## src/rtl/core/pdst_pkg.sv

```systemverilog
`timescale 1ns / 1ps
`default_nettype none

package pdst_pkg;

  localparam int TABLE_DEPTH = 1024;
  localparam int COORD_BITS  = 16;
  localparam int ADDR_W      = $clog2(TABLE_DEPTH);
  localparam int CNT_W       = $clog2(TABLE_DEPTH + 1);
  localparam int POINT_W     = 2 * COORD_BITS;
  localparam int SERIAL_W    = 11;

  typedef enum logic [1:0] {
    ST_IDLE,
    ST_SCAN,
    ST_DONE
  } state_t;

  typedef struct packed {
    logic [SERIAL_W-1:0] serial;
    logic                is_new;
    logic                table_full;
  } result_t;

endpackage

`default_nettype wire

```

## src/rtl/core/pdst_search.sv

```systemverilog
`timescale 1ns / 1ps
`default_nettype none

module pdst_search
  import pdst_pkg::*;
(
  input  wire logic                  clk,
  input  wire logic                  rst_n,
  input  wire logic                  in_valid,
  output logic                       in_stall,
  input  wire logic [COORD_BITS-1:0] in_x,
  input  wire logic [COORD_BITS-1:0] in_y,
  output logic                       res_valid,
  output result_t                    res,
  input  wire logic                  res_take,
  output logic                       mem_wr_en,
  output logic      [ADDR_W-1:0]     mem_wr_addr,
  output logic      [POINT_W-1:0]    mem_wr_data,
  output logic                       mem_rd_en,
  output logic      [ADDR_W-1:0]     mem_rd_addr,
  input  wire logic [POINT_W-1:0]    mem_rd_data
);

  state_t              state_r, state_nxt;
  logic [CNT_W-1:0]    count_r, count_nxt;
  logic [ADDR_W-1:0]   idx_r, idx_nxt;
  logic [POINT_W-1:0]  point_r, point_nxt;
  result_t             res_r, res_nxt;
  logic [CNT_W-1:0]    idx_plus1;
  logic                is_full;

  assign idx_plus1 = CNT_W'({1'b0, idx_r}) + CNT_W'(1);
  assign is_full   = (count_r == CNT_W'(TABLE_DEPTH));

  always_ff @(posedge clk) begin
    if (!rst_n) begin
      state_r <= ST_IDLE;
      count_r <= '0;
    end else begin
      state_r <= state_nxt;
      count_r <= count_nxt;
    end
  end

  always_ff @(posedge clk) begin
    idx_r   <= idx_nxt;
    point_r <= point_nxt;
    res_r   <= res_nxt;
  end

  always_comb begin
    state_nxt   = state_r;
    count_nxt   = count_r;
    idx_nxt     = idx_r;
    point_nxt   = point_r;
    res_nxt     = res_r;
    in_stall    = 1'b1;
    res_valid   = 1'b0;
    mem_wr_en   = 1'b0;
    mem_wr_addr = count_r[ADDR_W-1:0];
    mem_wr_data = point_r;
    mem_rd_en   = 1'b0;
    mem_rd_addr = '0;
    unique case (state_r)
      ST_IDLE: begin
        in_stall = 1'b0;
        if (in_valid) begin
          point_nxt = {in_x, in_y};
          idx_nxt   = '0;
          if (count_r == '0) begin
            // empty table: append directly
            mem_wr_en   = 1'b1;
            mem_wr_data = {in_x, in_y};
            count_nxt   = CNT_W'(1);
            res_nxt     = '{serial: SERIAL_W'(1), is_new: 1'b1, table_full: 1'b0};
            state_nxt   = ST_DONE;
          end else begin
            mem_rd_en = 1'b1;
            state_nxt = ST_SCAN;
          end
        end
      end
      ST_SCAN: begin
        if (mem_rd_data == point_r) begin
          res_nxt   = '{serial: SERIAL_W'(idx_plus1), is_new: 1'b0, table_full: 1'b0};
          state_nxt = ST_DONE;
        end else if (idx_plus1 == count_r) begin
          if (is_full) begin
            res_nxt = '{serial: '0, is_new: 1'b0, table_full: 1'b1};
          end else begin
            mem_wr_en = 1'b1;
            count_nxt = count_r + CNT_W'(1);
            res_nxt   = '{serial: SERIAL_W'(count_r + CNT_W'(1)), is_new: 1'b1,
                          table_full: 1'b0};
          end
          state_nxt = ST_DONE;
        end else begin
          idx_nxt     = idx_plus1[ADDR_W-1:0];
          mem_rd_en   = 1'b1;
          mem_rd_addr = idx_plus1[ADDR_W-1:0];
        end
      end
      ST_DONE: begin
        res_valid = 1'b1;
        if (res_take) begin
          state_nxt = ST_IDLE;
        end
      end
      default: state_nxt = ST_IDLE;
    endcase
  end

  assign res = res_r;

endmodule

`default_nettype wire

```

## config.mk

```make
export PLATFORM = sky130hd
export DESIGN_NAME = pdst_search
export DESIGN_NICKNAME = d
export VERILOG_FILES = /design/src/rtl/core/pdst_pkg.sv /design/src/rtl/core/pdst_search.sv
export SDC_FILE = /design/constraint.sdc
export NUM_CORES = 1
export LEC_CHECK = 0
export BUFFER_PORTS_ARGS = -buffer_cell sky130_fd_sc_hd__buf_2
export CORE_UTILIZATION = 30
export CTS_CLUSTER_DIAMETER = 80
export DETAILED_ROUTE_END_ITERATION = 7
export PLACE_DENSITY = 0.59
export SLEW_MARGIN = 10
export SYNTH_ARGS = -nofsm -noshare
export SYNTH_HDL_FRONTEND = slang
export SYNTH_SLANG_ARGS = --single-unit
```

## constraint.sdc

```tcl
create_clock -name clk -period 5.1 [get_ports clk]
set_input_delay 1.02 -clock clk [delete_from_list [all_inputs] [get_ports clk]]
set_output_delay 1.02 -clock clk [all_outputs]
set_load 0.05 [all_outputs]
```

==> flow_summary.toml <==
[timing]
setup_viol_count_final = 0
slew_headroom_pct = 30.0
setup_ws_ns = 0.617
hold_viol = 0
rsz0062_at_grt = "false"
tns_ns = 0
min_period_over_period_pct = 87.9
layout_min_cycle_time_ns = 4.48
whs_ns = 0.567
max_freq_mhz = 223
slew_violations = 0
worst_pin_slew_ns = 1.05
finalClockSkew_ns = 0.00743

[power_and_ir_drop]
vdd_drop_max_mv = 0.178
intPower_mw = 1.31
p_switching_uw = 658
seqPwrFrac_pct = 36.0
netSwitchingFraction_pct = 33.4
powerDensity_nw_per_um2 = 381
combPwrFrac_pct = 26.9
power.leakage_nw = 2.16
clkPwrFrac_pct = 37.1

[cts]
cts_tree = "yes"
clockBufferDepth = 2
path_clk_slew_ns = 0.05
clock_tree.root_cell = "clkbuf_16"
cts-buffers-inserted = 9
cts_setup_buffers = 0
ctsHoldBuffers = 0
cts_resized = 0
htreeDepth = 3
clock-sinks = 68
clk_latency_ns = 0.34

[finish]
drive_gt1_share_pct = 38.9
antenna_cells = 0
regArea_um2 = 1910
layout.nets = 573
num-fill-cells = 1332
multiInputGateArea_um2 = 1960
stdcell_area_um2 = 5180
syn_to_final_growth_pct = 27.2

[setup_path]
crit_family = "compound AO/OA/AOI/OAI gates"
crit_fanout = 12
worstPathRequired_ns = 4.08
crit_buf_inv = 2
start_kind = "register"
critPathCaptureType = "output pin"
worstPathArrival_ns = 3.46
cp_cell_sequence = "nand4_1 -> nor2_1 -> mux2_2 -> a211oi_1 -> o311ai_1 -> buf_4 -> nor2_1 -> buf_2"
crit_path_max_incr_delay_ns = 0.77
critPathSlowestCell = "a211oi_1"
crit_type = "register to output pin"
cp_common_cell = "nor2_1"

[worst_hold_path]
hold_class = "register to register"

[global_routing]
grt_pass1_vias = 3304
grt_usage_pct = 16.0
grt_pass1_wl_mm = 17.3
grt_antenna_before_repair = 0
grt_overflow_total = 0
grt_start_max_net_pins = 39

[synthesis]
synth_top_area_share_pct = 40.6
synth_cells = 383
yosysSeqAreaShare_pct = 47.0
post_synth.cell_area_avg_um2 = 10.6
ys_top_cells_by_count = "edfxtp_1 (55), nor2_1 (50), xor2_1 (41)"
synth_enable_flop_cells = 55
synth.most_common_cell = "edfxtp_1"
synth_area_leaders = "edfxtp_1 (41%), mux2_2 (9.4%), xor2_1 (8.8%)"
ys_seq_elements = 68
async_flop_share_pct = 0
synthesis.area_um2 = 4070
synthesis.nets = 454
ys.flop_type = "edfxtp_1"
ys_types = 48
yosysTopAreaCell = "edfxtp_1"
synth_warnings = 0

[floorplan]
die_w_um = 118
die_h_um = 118
io_pins = 137
core_um2 = 13200
start_util_pct = 30.7
die-area_um2 = 14000
fp-row-count = 42

[route]
dr_total_vias = 3334
drt_iter0_drc = 153
wl_per_cell_um = 15.7
drc_errors = 0
wl_mm = 10.7
drt-pass1-iter-count = 5
antenna_left = 0
via_per_inst = 4.88

[placement]
gp_congestion = 0.851
portBuffers = 136
placed_area_um2 = 4830
dp_hpwl_mm = 8.29
pre_cts_slack_ns = 0.725

[job]
max_cap_viol_count = 0

[status]
outcome = "complete, no violations"
[power groups by stage]
stage	Clock, mW	Combinational [mW]	Sequential, mW
4_1_cts	0.747	0.537	0.710
6_report	0.732	0.531	0.709
5_1_grt	0.768	0.567	0.717
3_3_place_gp	0	0.532	0.719
2_1_floorplan	0	0.373	0.745
3_5_place_dp	0	0.535	0.720
[worst reg2reg max path: cells and delay by family (launching register included)]
| kind | cells | cell delay, ns |
|---|---|---|
| AOI/OAI and AO/OA | 2 | 1.63 |
| DFF | 1 | 0.48 |
| muxes | 1 | 0.37 |
| and+or+nand+nor | 3 | 0.83 |
[per-layer routing]
layer,vias to the layer above,part of all wire [%],track usage (%)
met5,-,0,0
met4,0,1.1,5.22
met3,10,9.2,4.63
met2,183,47,25.7
met1,1540,43,20.7
li1,1601,-,-
[state kept, by name (all words and copies together), names as in the netlist]
signal	count
state_r	2
count_r	11
idx_r	10
res	13
point_r	32
[logic make-up after synthesis]
family / Yosys count / synth area share, %
compound gates: 35 / 5.78
xor+xnor: 57 / 13.6
fa+ha+maj: 3 / 0.922
buf+inv: 39 / 4.92
flops: 68 / 47.0
mux: 38 / 10.4
simple gates: 143 / 17.4
[stage by stage]
stage	util (%)	power (mW)	std cells
final	39.1	1.97	683
after global routing	39.1	2.05	683
after CTS	39.1	1.99	683
after detailed placement	36.5	1.26	667
after global placement	36.5	1.25	667
after floorplan	-	1.12	383
[worst paths after layout]
kind	slack, ns	startpoint	cells past startpoint	to
min reg2reg	0.57	count_r[10]$_SDFFE_PN0P_	2	count_r[10]$_SDFFE_PN0P_
min	0.57	count_r[10]$_SDFFE_PN0P_	2	count_r[10]$_SDFFE_PN0P_
max	0.62	idx_r[2]$_SDFFCE_PN0P_	8	mem_rd_addr[7]
max reg2reg	1.41	idx_r[2]$_SDFFCE_PN0P_	6	idx_r[6]$_SDFFCE_PN0P_
[cell usage in the layout, fill, tap and decap left out, drive strengths merged, types with 12 or more instances in the layout]
master / n
buf: 140
edfxtp: 55
nor2: 50
xor2: 41
mux2: 34
nand3: 22
nand2: 21
a21oi: 13
dfxtp: 13
nor4: 12
xnor2: 12
[cell type report]
cell class                      count  area share (%)
Multi-Input combinational cell    276            37.8
Clock buffer                       10            4.61
Sequential cell                    68            36.9
Clock inverter                      6            2.15
Tap cell                          176            4.25
Timing Repair Buffer              140            13.7
Inverter                            7           0.507
(Power assumes the default switching activity.)
